===== config.mk =====
export PLATFORM = sky130hd
export DESIGN_NAME = traffic_flow_stencil_update
export DESIGN_NICKNAME = d
export VERILOG_FILES = /design/src/rtl/core/tfsu_pkg.sv /design/src/rtl/core/traffic_flow_stencil_update.sv /design/src/rtl/core/tfsu_ctrl.sv /design/src/rtl/core/tfsu_dp.sv
export SDC_FILE = /design/constraint.sdc
export NUM_CORES = 2
export LEC_CHECK = 0
export ABC_AREA = 0
export BUFFER_PORTS_ARGS = -buffer_cell sky130_fd_sc_hd__buf_4
export CORE_UTILIZATION = 60
export CTS_BUF_LIST = sky130_fd_sc_hd__clkbuf_8
export DETAILED_ROUTE_END_ITERATION = 10
export HOLD_SLACK_MARGIN = 0.08
export MAX_ROUTING_LAYER = met4
export PLACE_DENSITY = 0.8
export SLEW_MARGIN = 20
export SYNTH_ARGS = -nofsm -noshare
export SYNTH_HDL_FRONTEND = slang
export SYNTH_SLANG_ARGS = --single-unit

===== constraint.sdc =====
create_clock -name clk -period 14.4 [get_ports clk]
set_clock_uncertainty 0.2 [all_clocks]
set_input_delay 0.72 -clock clk [delete_from_list [all_inputs] [get_ports clk]]
set_output_delay 0.72 -clock clk [all_outputs]
set_load 0.02 [all_outputs]

===== src/rtl/core/tfsu_pkg.sv =====
// Shared types, constants and helpers for the traffic flow stencil update block.
`timescale 1ns / 1ps

package tfsu_pkg;

	// Grid size limit; the cell counter saturates at MAX_CELLS-1.
	localparam int MAX_CELLS = 1024;
	localparam int CNT_W = $clog2(MAX_CELLS);

	localparam int DENS_W = 16;
	localparam int COEF_W = 16;
	localparam int IDX_W = 10;
	localparam int CFG_IDX_W = 2;

	// Configuration register indexes
	localparam logic [CFG_IDX_W-1:0] REG_SCHEME_MODE = 2'd0;
	localparam logic [CFG_IDX_W-1:0] REG_COURANT_COEFF = 2'd1;
	localparam logic [CFG_IDX_W-1:0] REG_INV_MAX_DENSITY = 2'd2;

	// Reset values of the configuration registers
	localparam logic [COEF_W-1:0] COURANT_RST = 16'd3277;
	localparam logic [COEF_W-1:0] INV_MAX_RST = 16'd4096;

	// Which stencil a result uses (left, center, right, index)
	typedef logic [2:0] kind_t;
	localparam kind_t KIND_MID = 3'd0;   // older, newer, input; index cnt-1
	localparam kind_t KIND_LASTC = 3'd1; // newer, input, first; index cnt
	localparam kind_t KIND_WRAP = 3'd2;  // input, first, second; index 0
	localparam kind_t KIND_ONE = 3'd3;   // input on all three; index 0
	localparam kind_t KIND_TWO_A = 3'd4; // first, input, first; index 1
	localparam kind_t KIND_TWO_B = 3'd5; // input, first, input; index 0

	typedef struct packed {
		logic load;    // capture the input beat
		logic step_m1; // factor product
		logic step_m2; // factor times difference
		logic step_m3; // times Courant coefficient
		logic fin;     // finish result into output register
		logic commit;  // shift stencil state, advance counter
		kind_t kind;
	} ctrl_cmd_t;

	typedef struct packed {
		logic cnt_is0;
		logic cnt_is1;
		logic last;
		logic out_free;
	} dp_status_t;

	// Result closes the sweep
	function automatic logic kind_done(input kind_t k);
		logic d;
		d = 1'b0;
		case (k)
			KIND_WRAP, KIND_ONE, KIND_TWO_B: d = 1'b1;
			default: d = 1'b0;
		endcase
		return d;
	endfunction

	// Counter value to output index, masked to the index width
	function automatic logic [IDX_W-1:0] to_index(input logic [CNT_W-1:0] c);
		logic [31:0] w;
		w = 32'(c);
		return w[IDX_W-1:0];
	endfunction

endpackage


===== src/rtl/core/traffic_flow_stencil_update.sv =====
// Top level of the traffic flow stencil update block.
`timescale 1ns / 1ps

// One time step of a periodic 1-D traffic density grid. Cell densities
// (signed Q3.12) stream in on the slave side, cell 0 first, with tlast on
// the final cell; grids of one or two cells are handled too, and the
// index saturates at MAX_CELLS-1. Each beat of a cell k >= 2 yields
// updated cell k-1; the final beat yields cell k-1, cell k and then cell
// 0 (for k = 1, cell 1 and then cell 0; for k = 0, cell 0 alone), the
// last of these with tlast set and the sweep's largest |new - old| in
// max_change (zero on every other result). scheme_mode selects
// forward-time centred-space (0) or Lax averaging (1); courant_coeff is
// unsigned Q0.16 and inv_max_density unsigned Q4.12. Results are rounded
// half up and saturated. Each result runs on one shared multiplier as
// three dependent products and a finishing step. The slave side takes a
// new beat as soon as the previous one is fully processed, even while
// the last result still sits in the output register. Configuration
// writes belong in idle periods.
module traffic_flow_stencil_update (
	input  logic        clk,
	input  logic        arst_n,
	// input stream
	input  logic        s_axis_tvalid,
	output logic        s_axis_tready,
	input  logic [15:0] s_axis_tdata,  // [15:0] density
	input  logic        s_axis_tlast,  // last_cell
	// result stream
	output logic        m_axis_tvalid,
	input  logic        m_axis_tready,
	output logic [47:0] m_axis_tdata,  // [9:0] cell_index, [25:10] new_density,
	                                   // [41:26] max_change, [47:42] zero
	output logic        m_axis_tlast,  // sweep_done
	// configuration writes
	input  logic        cfg_we,
	input  logic [1:0]  cfg_index,
	input  logic [15:0] cfg_data
);

	tfsu_pkg::ctrl_cmd_t cmd;
	tfsu_pkg::dp_status_t status;

	logic [tfsu_pkg::IDX_W-1:0] out_index;
	logic signed [tfsu_pkg::DENS_W-1:0] out_density;
	logic [tfsu_pkg::COEF_W-1:0] out_max;

	// Controller: accepts a beat when idle, then runs the multiply steps, or only commits cell 0 or 1 when not last
	tfsu_ctrl u_ctrl (
		.clk      (clk),
		.arst_n   (arst_n),
		.in_valid (s_axis_tvalid),
		.in_last  (s_axis_tlast),
		.in_ready (s_axis_tready),
		.status   (status),
		.cmd      (cmd)
	);

	// Datapath: stencil registers, shared multiplier, output register
	tfsu_dp u_dp (
		.clk         (clk),
		.arst_n      (arst_n),
		.cmd         (cmd),
		.status      (status),
		.in_density  (signed'(s_axis_tdata)),
		.in_last     (s_axis_tlast),
		.cfg_we      (cfg_we),
		.cfg_index   (cfg_index),
		.cfg_data    (cfg_data),
		.out_valid   (m_axis_tvalid),
		.out_ready   (m_axis_tready),
		.out_index   (out_index),
		.out_density (out_density),
		.out_max     (out_max),
		.out_done    (m_axis_tlast)
	);

	// pack result fields, lowest first, zero fill to whole bytes
	assign m_axis_tdata = {6'b0, out_max, unsigned'(out_density), out_index};

endmodule


===== src/rtl/core/tfsu_ctrl.sv =====
// Controller state machine: sequences the multiply steps of each result.
`timescale 1ns / 1ps

module tfsu_ctrl (
	input  logic                   clk,
	input  logic                   arst_n,
	input  logic                   in_valid,
	input  logic                   in_last,
	output logic                   in_ready,
	input  tfsu_pkg::dp_status_t   status,
	output tfsu_pkg::ctrl_cmd_t    cmd
);

	localparam logic [2:0] ST_IDLE = 3'd0;
	localparam logic [2:0] ST_M1 = 3'd1;
	localparam logic [2:0] ST_M2 = 3'd2;
	localparam logic [2:0] ST_M3 = 3'd3;
	localparam logic [2:0] ST_FIN = 3'd4;
	localparam logic [2:0] ST_COMMIT = 3'd5;

	logic [2:0] state_q, state_d;
	tfsu_pkg::kind_t kind_q, kind_d, kind_next;
	logic has_next;
	logic accept;

	assign in_ready = (state_q == ST_IDLE);
	assign accept = in_valid && in_ready;

	// Follow-on result within the same input item
	always_comb begin
		has_next = 1'b0;
		kind_next = tfsu_pkg::KIND_MID;
		case (kind_q)
			tfsu_pkg::KIND_MID: begin
				has_next = status.last;
				kind_next = tfsu_pkg::KIND_LASTC;
			end
			tfsu_pkg::KIND_LASTC: begin
				has_next = 1'b1;
				kind_next = tfsu_pkg::KIND_WRAP;
			end
			tfsu_pkg::KIND_TWO_A: begin
				has_next = 1'b1;
				kind_next = tfsu_pkg::KIND_TWO_B;
			end
			default: begin
				has_next = 1'b0;
				kind_next = tfsu_pkg::KIND_MID;
			end
		endcase
	end

	always_comb begin
		state_d = state_q;
		kind_d = kind_q;
		cmd = '0;
		cmd.kind = kind_q;
		cmd.load = accept;
		unique case (state_q)
			ST_IDLE: begin
				if (accept) begin
					if (!in_last) begin
						kind_d = tfsu_pkg::KIND_MID;
						state_d = (status.cnt_is0 || status.cnt_is1) ? ST_COMMIT : ST_M1;
					end else begin
						if (status.cnt_is0) begin
							kind_d = tfsu_pkg::KIND_ONE;
						end else if (status.cnt_is1) begin
							kind_d = tfsu_pkg::KIND_TWO_A;
						end else begin
							kind_d = tfsu_pkg::KIND_MID;
						end
						state_d = ST_M1;
					end
				end
			end
			ST_M1: begin
				cmd.step_m1 = 1'b1;
				state_d = ST_M2;
			end
			ST_M2: begin
				cmd.step_m2 = 1'b1;
				state_d = ST_M3;
			end
			ST_M3: begin
				cmd.step_m3 = 1'b1;
				state_d = ST_FIN;
			end
			ST_FIN: begin
				if (status.out_free) begin
					cmd.fin = 1'b1;
					if (has_next) begin
						kind_d = kind_next;
						state_d = ST_M1;
					end else begin
						cmd.commit = 1'b1;
						state_d = ST_IDLE;
					end
				end
			end
			ST_COMMIT: begin
				cmd.commit = 1'b1;
				state_d = ST_IDLE;
			end
			default: begin
				state_d = ST_IDLE;
			end
		endcase
	end

	always_ff @(posedge clk or negedge arst_n) begin
		if (!arst_n) begin
			state_q <= ST_IDLE;
			kind_q <= tfsu_pkg::KIND_MID;
		end else begin
			state_q <= state_d;
			kind_q <= kind_d;
		end
	end

endmodule


===== src/rtl/core/tfsu_dp.sv =====
// Datapath: stencil state, config registers, shared multiplier, output register.
`timescale 1ns / 1ps

module tfsu_dp (
	input  logic                                  clk,
	input  logic                                  arst_n,
	input  tfsu_pkg::ctrl_cmd_t                   cmd,
	output tfsu_pkg::dp_status_t                  status,
	input  logic signed [tfsu_pkg::DENS_W-1:0]    in_density,
	input  logic                                  in_last,
	input  logic                                  cfg_we,
	input  logic [tfsu_pkg::CFG_IDX_W-1:0]        cfg_index,
	input  logic [tfsu_pkg::COEF_W-1:0]           cfg_data,
	output logic                                  out_valid,
	input  logic                                  out_ready,
	output logic [tfsu_pkg::IDX_W-1:0]            out_index,
	output logic signed [tfsu_pkg::DENS_W-1:0]    out_density,
	output logic [tfsu_pkg::COEF_W-1:0]           out_max,
	output logic                                  out_done
);

	localparam int CW = tfsu_pkg::CNT_W;
	localparam logic [CW-1:0] CNT_TOP = CW'(tfsu_pkg::MAX_CELLS - 1);
	localparam logic signed [34:0] F_ONE = 35'sd16777216;

	// config
	logic mode_q;
	logic [15:0] coeff_q, inv_q;

	// stencil state
	logic signed [15:0] first_q, second_q, older_q, newer_q, d_q;
	logic last_q;
	logic [CW-1:0] cnt_q;
	logic [15:0] run_max_q;

	// shared multiplier
	logic signed [51:0] p_q;
	logic signed [34:0] mul_a;
	logic signed [16:0] mul_b;
	logic signed [51:0] prod;

	logic signed [15:0] l_v, u_v, r_v;
	logic signed [16:0] sum_v, diff_v;
	logic signed [34:0] p_lo, f_v;
	logic signed [51:0] t_sum, term_sum;
	logic signed [27:0] t_v;
	logic signed [35:0] term_v;
	logic signed [17:0] sum_r;
	logic signed [16:0] base_v;
	logic signed [36:0] new_full;
	logic signed [15:0] nv;
	logic signed [16:0] dlt;
	logic [16:0] chg_abs;
	logic [15:0] chg, max_new;
	logic [CW-1:0] idx_c;
	logic out_valid_q, out_done_q;
	logic [tfsu_pkg::IDX_W-1:0] out_index_q;
	logic signed [15:0] out_density_q;
	logic [15:0] out_max_q;

	assign status.cnt_is0 = (cnt_q == '0);
	assign status.cnt_is1 = (cnt_q == CW'(1));
	assign status.last = last_q;
	assign status.out_free = !out_valid_q || out_ready;

	// stencil selection
	always_comb begin
		l_v = older_q;
		u_v = newer_q;
		r_v = d_q;
		idx_c = cnt_q - CW'(1);
		case (cmd.kind)
			tfsu_pkg::KIND_MID: begin
				l_v = older_q; u_v = newer_q; r_v = d_q; idx_c = cnt_q - CW'(1);
			end
			tfsu_pkg::KIND_LASTC: begin
				l_v = newer_q; u_v = d_q; r_v = first_q; idx_c = cnt_q;
			end
			tfsu_pkg::KIND_WRAP: begin
				l_v = d_q; u_v = first_q; r_v = second_q; idx_c = '0;
			end
			tfsu_pkg::KIND_ONE: begin
				l_v = d_q; u_v = d_q; r_v = d_q; idx_c = '0;
			end
			tfsu_pkg::KIND_TWO_A: begin
				l_v = first_q; u_v = d_q; r_v = first_q; idx_c = CW'(1);
			end
			tfsu_pkg::KIND_TWO_B: begin
				l_v = d_q; u_v = first_q; r_v = d_q; idx_c = '0;
			end
			default: begin
				l_v = older_q; u_v = newer_q; r_v = d_q; idx_c = cnt_q - CW'(1);
			end
		endcase
	end

	assign sum_v = 17'(r_v) + 17'(l_v);
	assign diff_v = 17'(r_v) - 17'(l_v);

	// step 2: density factor in Q.24
	assign p_lo = signed'(p_q[34:0]);
	assign f_v = F_ONE - (mode_q ? p_lo : (p_lo <<< 1));

	// step 3 and finish: round half up
	assign t_sum = p_q + 52'sd8388608;
	assign t_v = signed'(t_sum[51:24]);
	assign term_sum = p_q + 52'sd32768;
	assign term_v = signed'(term_sum[51:16]);

	always_comb begin
		mul_a = '0;
		mul_b = '0;
		if (cmd.step_m1) begin
			mul_a = mode_q ? 35'(sum_v) : 35'(u_v);
			mul_b = signed'({1'b0, inv_q});
		end else if (cmd.step_m2) begin
			mul_a = f_v;
			mul_b = diff_v;
		end else if (cmd.step_m3) begin
			mul_a = 35'(t_v);
			mul_b = signed'({1'b0, coeff_q});
		end
	end

	assign prod = 52'(mul_a) * 52'(mul_b);

	always_ff @(posedge clk) begin
		if (cmd.step_m1 || cmd.step_m2 || cmd.step_m3) begin
			p_q <= prod;
		end
	end

	// finish: base minus term, saturate, track change
	assign sum_r = 18'(sum_v) + 18'sd1;
	assign base_v = mode_q ? signed'(sum_r[17:1]) : 17'(u_v);
	assign new_full = 37'(base_v) - 37'(term_v);

	always_comb begin
		if (new_full > 37'sd32767) begin
			nv = 16'sh7FFF;
		end else if (new_full < -37'sd32768) begin
			nv = -16'sh8000;
		end else begin
			nv = new_full[15:0];
		end
	end

	assign dlt = 17'(nv) - 17'(u_v);
	assign chg_abs = (dlt < 0) ? unsigned'(-dlt) : unsigned'(dlt);
	assign chg = chg_abs[15:0];
	assign max_new = (chg > run_max_q) ? chg : run_max_q;

	// config and control registers
	always_ff @(posedge clk or negedge arst_n) begin
		if (!arst_n) begin
			mode_q <= 1'b0;
			coeff_q <= tfsu_pkg::COURANT_RST;
			inv_q <= tfsu_pkg::INV_MAX_RST;
			cnt_q <= '0;
			run_max_q <= '0;
			out_valid_q <= 1'b0;
			first_q <= '0;
			second_q <= '0;
			older_q <= '0;
			newer_q <= '0;
		end else begin
			if (cfg_we) begin
				unique case (cfg_index)
					tfsu_pkg::REG_SCHEME_MODE: mode_q <= cfg_data[0];
					tfsu_pkg::REG_COURANT_COEFF: coeff_q <= cfg_data;
					tfsu_pkg::REG_INV_MAX_DENSITY: inv_q <= cfg_data;
					default: ;
				endcase
			end
			if (cmd.fin) begin
				run_max_q <= max_new;
			end
			if (cmd.commit) begin
				older_q <= newer_q;
				newer_q <= d_q;
				if (last_q) begin
					cnt_q <= '0;
					run_max_q <= '0;
				end else begin
					if (cnt_q == '0) first_q <= d_q;
					if (cnt_q == CW'(1)) second_q <= d_q;
					if (cnt_q != CNT_TOP) cnt_q <= cnt_q + CW'(1);
				end
			end
			if (cmd.fin) begin
				out_valid_q <= 1'b1;
			end else if (out_ready) begin
				out_valid_q <= 1'b0;
			end
		end
	end

	// payload
	always_ff @(posedge clk) begin
		if (cmd.load) begin
			d_q <= in_density;
			last_q <= in_last;
		end
		if (cmd.fin) begin
			out_index_q <= tfsu_pkg::to_index(idx_c);
			out_density_q <= nv;
			out_done_q <= tfsu_pkg::kind_done(cmd.kind);
			out_max_q <= tfsu_pkg::kind_done(cmd.kind) ? max_new : '0;
		end
	end

	assign out_valid = out_valid_q;
	assign out_index = out_index_q;
	assign out_density = out_density_q;
	assign out_max = out_max_q;
	assign out_done = out_done_q;

endmodule

After elaboration in Yosys (flattened, before gate mapping)
Index checks and enable logic that the tools add are counted.
W data, S select, Z words.
{ "classes": {"addsub": 11, "mul": 1, "div_mod_pow": 0, "n_lt_le_gt_ge": 4, "eq_ne": 17, "shift": 0, "n_mux": 48, "bitwise": 1, "reduce_logical": 25} }
{ "op_table": {"columns": ["op", "n"], "rows": [
  ["$mux W35", 5],
  ["$mux W16", 8],
  ["$pmux W16 S2", 2],
  ["$add A52 B17 Y52 const B", 1],
  ["$add A52 B25 Y52 const B", 1],
  ["$mul A35 B17 Y52", 1],
  ["$mux W17", 3],
  ["$pmux W16 S3", 1],
  ["$gt A37 B16 Y1 const B", 1],
  ["$lt A37 B16 Y1 const B", 1],
  ["$sub A17 B36 Y37", 1],
  ["$sub A26 B35 Y35 const A", 1],
  ["$sub A16 B16 Y17", 2],
  ["$mux W3", 10],
  ["$pmux W10 S3", 1],
  ["$mux W10", 2],
  ["$add A17 B2 Y18 const B", 1],
  ["$add A16 B16 Y17", 1],
  ["$lt A17 B1 Y1 const B", 1],
  ["$gt A16 B16 Y1", 1],
  ["$neg A16 Y16", 1],
  ["$pmux W3 S5", 1],
  ["$eq A3 B2 Y1 const B", 4],
  ["$eq A3 B3 Y1 const B", 4],
  ["other kinds (27)", 52]
]} }
{ "totals": {"regBits": 242, "latch_bits": 0, "mem_bits_rw": 0, "romBits": 0, "input_bits": 40, "out_inout_bits": 51, "word_cells": 126, "memories": 0} }

Logic depth before layout (Yosys ltp)
{ "logic_depth": {"word_depth": 18, "mapped_depth": 72, "depth_no_buf": 67} }

Modules after synthesis
Synthesis repeated with hierarchy kept, for this count alone.
{ "unflattened": {"cells_unflattened": 4329, "hier_area_um2": 38785.9} }
{ "by_module_without_submodules": {"columns": ["module", "n_inst", "cells_each", "area_per_inst_um2", "seq_area_each_um2"], "rows": [
  ["tfsu_dp", 1, 4274, 38318.0, 6476.2],
  ["tfsu_ctrl", 1, 48, 419.2, 150.1],
  ["traffic_flow_stencil_update", 1, 7, 48.8, 0.0]
]} }

Worst setup path before layout
Ideal clock, no wire load.
{ "synth_timing": {"kind": "register to register", "from": "register u_ctrl.kind_q[2]", "to": "register u_dp.out_max_q[0], in the netlist u_dp.out_max[0], data pin", "setup_time_ps": 255, "arrival_ps": 13414, "t_required_ps": 13945, "slack_ps": 532, "path_stages_with_launch": 65, "path_buffers": 5, "synth_period_minus_slack_ps": 13868, "cell_sequence": "dfrtp_1 buf_2 or2_2 clkbuf_1 a21boi_1 clkbuf_1 o22ai_1 a21oi_1 ha_1 a211o_1 and2_1 or4_4 nor4_4 o2111a_2 a31oi_4 nor2_2 inv_2 clkbuf_1 (+29 left out) mux2i_1 inv_1 ha_1 nor2b_1 o21a_1 o21a_1 o21a_1 o21ai_0 nand2b_1 a21oi_1 nor2b_1 o21ai_0 a21boi_0 o21ai_0 nand2b_1 and2_0 mux2_2 and2_1"} }
{ "synth_via": {"elab_chain_cells": 15, "elab_cells_between_ends": 28, "classes_between": "add/sub (5); order compare (4); eq/ne (5); mux (10); reduce/logical (4)"} }
{ "synth_rtl": {"columns": ["element", "line", "text"], "rows": [
  ["start, declared", "tfsu_ctrl.sv:22", "tfsu_pkg::kind_t kind_q, kind_d, kind_next;"],
  ["start signal, assigned", "tfsu_ctrl.sv:114", "kind_q <= tfsu_pkg::KIND_MID;"],
  ["start signal, assigned", "tfsu_ctrl.sv:117", "kind_q <= kind_d;"],
  ["$eq A3 B2 Y1, or another cell as far along", "tfsu_pkg.sv:54, tfsu_dp.sv:72", null],
  ["$reduce_or A3 Y1 (no line) or $reduce_or A2 Y1 (tied branches)", null, null],
  ["$pmux W16 S3 or $pmux W16 S2 (tied branches)", "tfsu_dp.sv:72", "case (cmd.kind)"],
  ["$add A16 B16 Y17", "tfsu_dp.sv:97", "assign sum_v = 17'(r_v) + 17'(l_v);"],
  ["$add A17 B2 Y18", "tfsu_dp.sv:134", "assign sum_r = 18'(sum_v) + 18'sd1;"],
  ["$mux W17", "tfsu_dp.sv:135", "assign base_v = mode_q ? signed'(sum_r[17:1]) : 17'(u_v);"],
  ["$sub A17 B36 Y37", "tfsu_dp.sv:136", "assign new_full = 37'(base_v) - 37'(term_v);"],
  ["$lt A37 B16 Y1", "tfsu_dp.sv:141", "end else if (new_full < -37'sd32768) begin"],
  ["$mux W16", "tfsu_dp.sv:141", null],
  ["$mux W16", "tfsu_dp.sv:139", "if (new_full > 37'sd32767) begin"],
  ["$sub A16 B16 Y17", "tfsu_dp.sv:148", "assign dlt = 17'(nv) - 17'(u_v);"],
  ["$neg A16 Y16 or $lt A17 B1 Y1 (tied branches)", "tfsu_dp.sv:149", "assign chg_abs = (dlt < 0) ? unsigned'(-dlt) : unsigned'(dlt);"],
  ["$mux W16", "tfsu_dp.sv:149", null],
  ["$gt A16 B16 Y1", "tfsu_dp.sv:151", "assign max_new = (chg > run_max_q) ? chg : run_max_q;"],
  ["$mux W16", "tfsu_dp.sv:151", null],
  ["end signal, assigned", "tfsu_dp.sv:208", "out_max_q <= tfsu_pkg::kind_done(cmd.kind) ? max_new : '0;"],
  ["end, declared", "tfsu_dp.sv:59", "logic [15:0] out_max_q;"]
]} }
Several ways; a longest one is shown, not always the timed one. The select of a mux whose other input is x is not followed.
A chain may end at the register's enable or synchronous reset.

Final worst setup path
{ "layout_timing": {"from": "register u_ctrl.kind_q[2]", "to": "register u_dp.out_max_q[7], in the netlist u_dp.out_max[7], data pin"} }
Same word-level chain as after synthesis.

==> reports/results.tsv <==
stage	metric	value	unit
die	row cnt	93	
global_route	GRT Util Overall	36.59	%
routing	Final ANT Viol Nets	0	
synthesis	Synth warnings	0	
synthesis	synthesized instance count	4491	
worst_setup_path	CP max-delay cell	or4_4	
routing	via count	33500	
global_route	largest net degree at the start of global routing	72	
layout	Largest Register	u_dp.p_q	
cts	Reg clk slew, reported paths	0.07	ns
worst_setup_path	Worst EP arrival	13.78	ns
routing	Avg Vias per Cell	6.187	
worst_setup_path	CP startpoint kind	register	
worst_setup_path	most used cell along the critical path	o21ai_0	
run_status	run status	finished clean	
sta	slew of the pin with the lowest slew margin	1.243	ns
cts	H-tree levels	2	
global_route	vias in the first global route	34100	
synthesis	register bit total from synthesis	242	
layout	Area growth, synth to finish	7.509	%
sta	Fin. Hold Viols	0	
synthesis	asr flop ratio synth	53.72	%
placed_design	placed cells	5308	
global_route	first-pass GRT wire length	185500	um
cts	TritonCTS Sinks	242	
cts	Max clock buf depth	3	
placed_design	Final GP Congestion	1.035	
worst_setup_path	delay-heaviest family, CP	compound AO/OA/AOI/OAI gates	
synthesis	cell taking the most area after synthesis	fa_1	
worst_setup_path	CP endpoint kind	register	
worst_setup_path	CP max FO	30	
routing	Iter 0 DRT Violations	3699	
worst_setup_path	max incr delay on CP	0.59	ns
cts	CTS root buf	clkbuf_8	
die	I/O Pins	91	
hold_path	Hold Crit Class	input port to register	
worst_setup_path	WP data required	14.54	ns
synthesis	dominant cells by area after synthesis	fa_1 (29%), edfxtp_1 (8.5%), dfrtp_1 (7.8%)	
synthesis	Post-synth top flop	dfrtp_1	
sta	period utilization	94.71	%
die	DIE AREA	0.06665	mm^2
synthesis	post-synth cell types	97	
layout	Layout Nets	5358	
cts	clock latency on the worst-skew pair	0.64	ns
sta	fin crit period	13.64	ns
global_route	global route overflow	0	
routing	routed len/inst	21.39	um
die	Starting Density	60.86	%
sta	Max Clock Freq	73.32	MHz
placed_design	I/O Buffers	84	
die	Die Wd	258.2	um
sta	Max-slew headroom	16.85	%
routing	DRC viols	0	
synthesis	number of enable flip-flop cells after synthesis	112	
layout	layout cells sized above 1	10.05	%
synthesis	Post-Syn Area	0.03937	mm^2
layout	Layout Cells excl Fill	5414	
die	die height	258.2	um
flow_run	max-cap check violation count	0	
routing	drt pass-1 iters	6	
synthesis	average cell area after synthesis	8.767	um^2
global_route	initial antenna violation count	1	
synthesis	top cell type's share of synthesized area	29.03	%
die	core area	0.06470	mm^2
sta	count of final max-slew check failures	0	
cts	Inserted Clock Buffers	43	
cts	TritonCTS clock tree	done	
routing	WL final	115800	um
synthesis	sequential element share of the synthesized area	16.83	%
layout	max reg flops	52	
worst_setup_path	Buffers & Inverters on Critical Path	5	
worst_setup_path	CP Class	register to register	
placed_design	hpwl dp	90790	um
sta	endpoints failing setup	0	
==> layout make-up <==
type | count | area, um^2
sequential | 242 | 6631
clock buffer | 45 | 619.3
fill | 5275 | 22370
antenna | 1 | 2.502
timing repair buffer | 216 | 1678
inverter | 599 | 2248
multi-input combinational | 3422 | 29810
tap | 855 | 1070
clock inverter | 34 | 266.5
==> synthesized netlist by cell type (70+ instances only) <==
cell / n
xnor2_1: 139
dfrtp_1: 122
o21ai_0: 172
ha_1: 223
inv_1: 598
a21oi_1: 229
xor2_1: 76
clkbuf_1: 198
nor2_1: 487
edfxtp_1: 112
nand2_1: 460
mux2_2: 99
o211ai_1: 70
nor3_1: 74
nand3_1: 85
fa_1: 571
==> placed cells by master (no fill, tap or decap), drive strengths merged, types with 16 or more instances in the layout <==
master,instances
inv,610
fa,571
nor2,488
nand2,460
a21oi,229
ha,223
buf,198
o21ai,188
xnor2,139
dfrtp,122
edfxtp,112
mux2,99
nand3,85
xor2,76
nor3,74
o211ai,70
a21o,60
a211oi,46
clkbuf,45
nand2b,43
o22ai,43
nor2b,43
and2,34
or3,32
nand4,31
and3,29
o21a,27
a31oi,24
a22oi,23
nor4,22
a211o,20
o21bai,20
clkinv,19
dlygate4sd3,18
o22a,17
or2,17
mux2i,16
a221o,16
==> path summary, 6_finish.rpt <==
check	depth (start not counted)	slack, ns	to	start
min	3	0.14	u_dp.mode_q	cfg_data[0]
max	66	0.76	u_dp.out_max[7]	u_ctrl.kind_q[2]
min reg2reg	1	0.31	u_dp.coeff_q[5]	u_dp.coeff_q[5]
max in group asynchronous	3	12.17	u_dp.mode_q	arst_n
max reg2reg	66	0.76	u_dp.out_max[7]	u_ctrl.kind_q[2]
min in group asynchronous	2	0.47	u_dp.out_valid	arst_n
==> worst min-delay path, stage by stage <==
cell     delay (ns)
buf_4          0.10
nand2_1        0.04
o21ai_0        0.06
==> what timing repair did <==
item                       in CTS  in global routing
pin swaps                       0                 16
hold buffers                   18                  0
hold endpoints to repair       85                  0
buffers inserted                0                  8
setup endpoints to repair      16                 32
resized for setup               2                 42
==> stage by stage <==
stage / setup TNS, ns / area (um^2) / hold WS [ns] / setup WS (ns) / utilization (%)
after CTS: 0 / 42110 / 0.1275 / 0.05403 / 65.09
after global routing: -0.3121 / 42330 / 0.1469 / -0.05951 / 65.43
after detailed placement: -0.04423 / 41040 / 0.2930 / -0.04423 / 63.44
final: 0 / 42330 / 0.1405 / 0.7610 / 65.43
after global placement: 0 / 41040 / 0.2869 / 0.2566 / 63.44
after floorplan: 0 / 39390 / 0.2244 / 0.5316 / -
==> layer usage <==
layer  GRT usage, %  vias up  wire, um
met5              -        -         0
met4          14.64        0      5144
met3          7.165      323     11310
met2          56.90     1683     52920
met1          47.12    16490     46420
li1               -    15010         -
==> cell families (layout without fill, tap and decap cells) <==
logic type               after synthesis  after routing  share of synthesized area, %
other                                  1              7                      0.009525
flip-flops                           242            242                         16.83
AND/OR/NAND/NOR                     1410           1410                         16.23
multiplexers                         116            116                         3.296
AO/OA/AOI/OAI                        881            881                         14.65
adder cells (fa/ha/maj)              794            794                         36.12
buffers and inverters                832            894                         8.081
XOR/XNOR                             215            215                         4.783
Power is left out: the tool's default activity adds up to more than one toggle a clock period on the data nets, which glitch-free logic cannot reach.
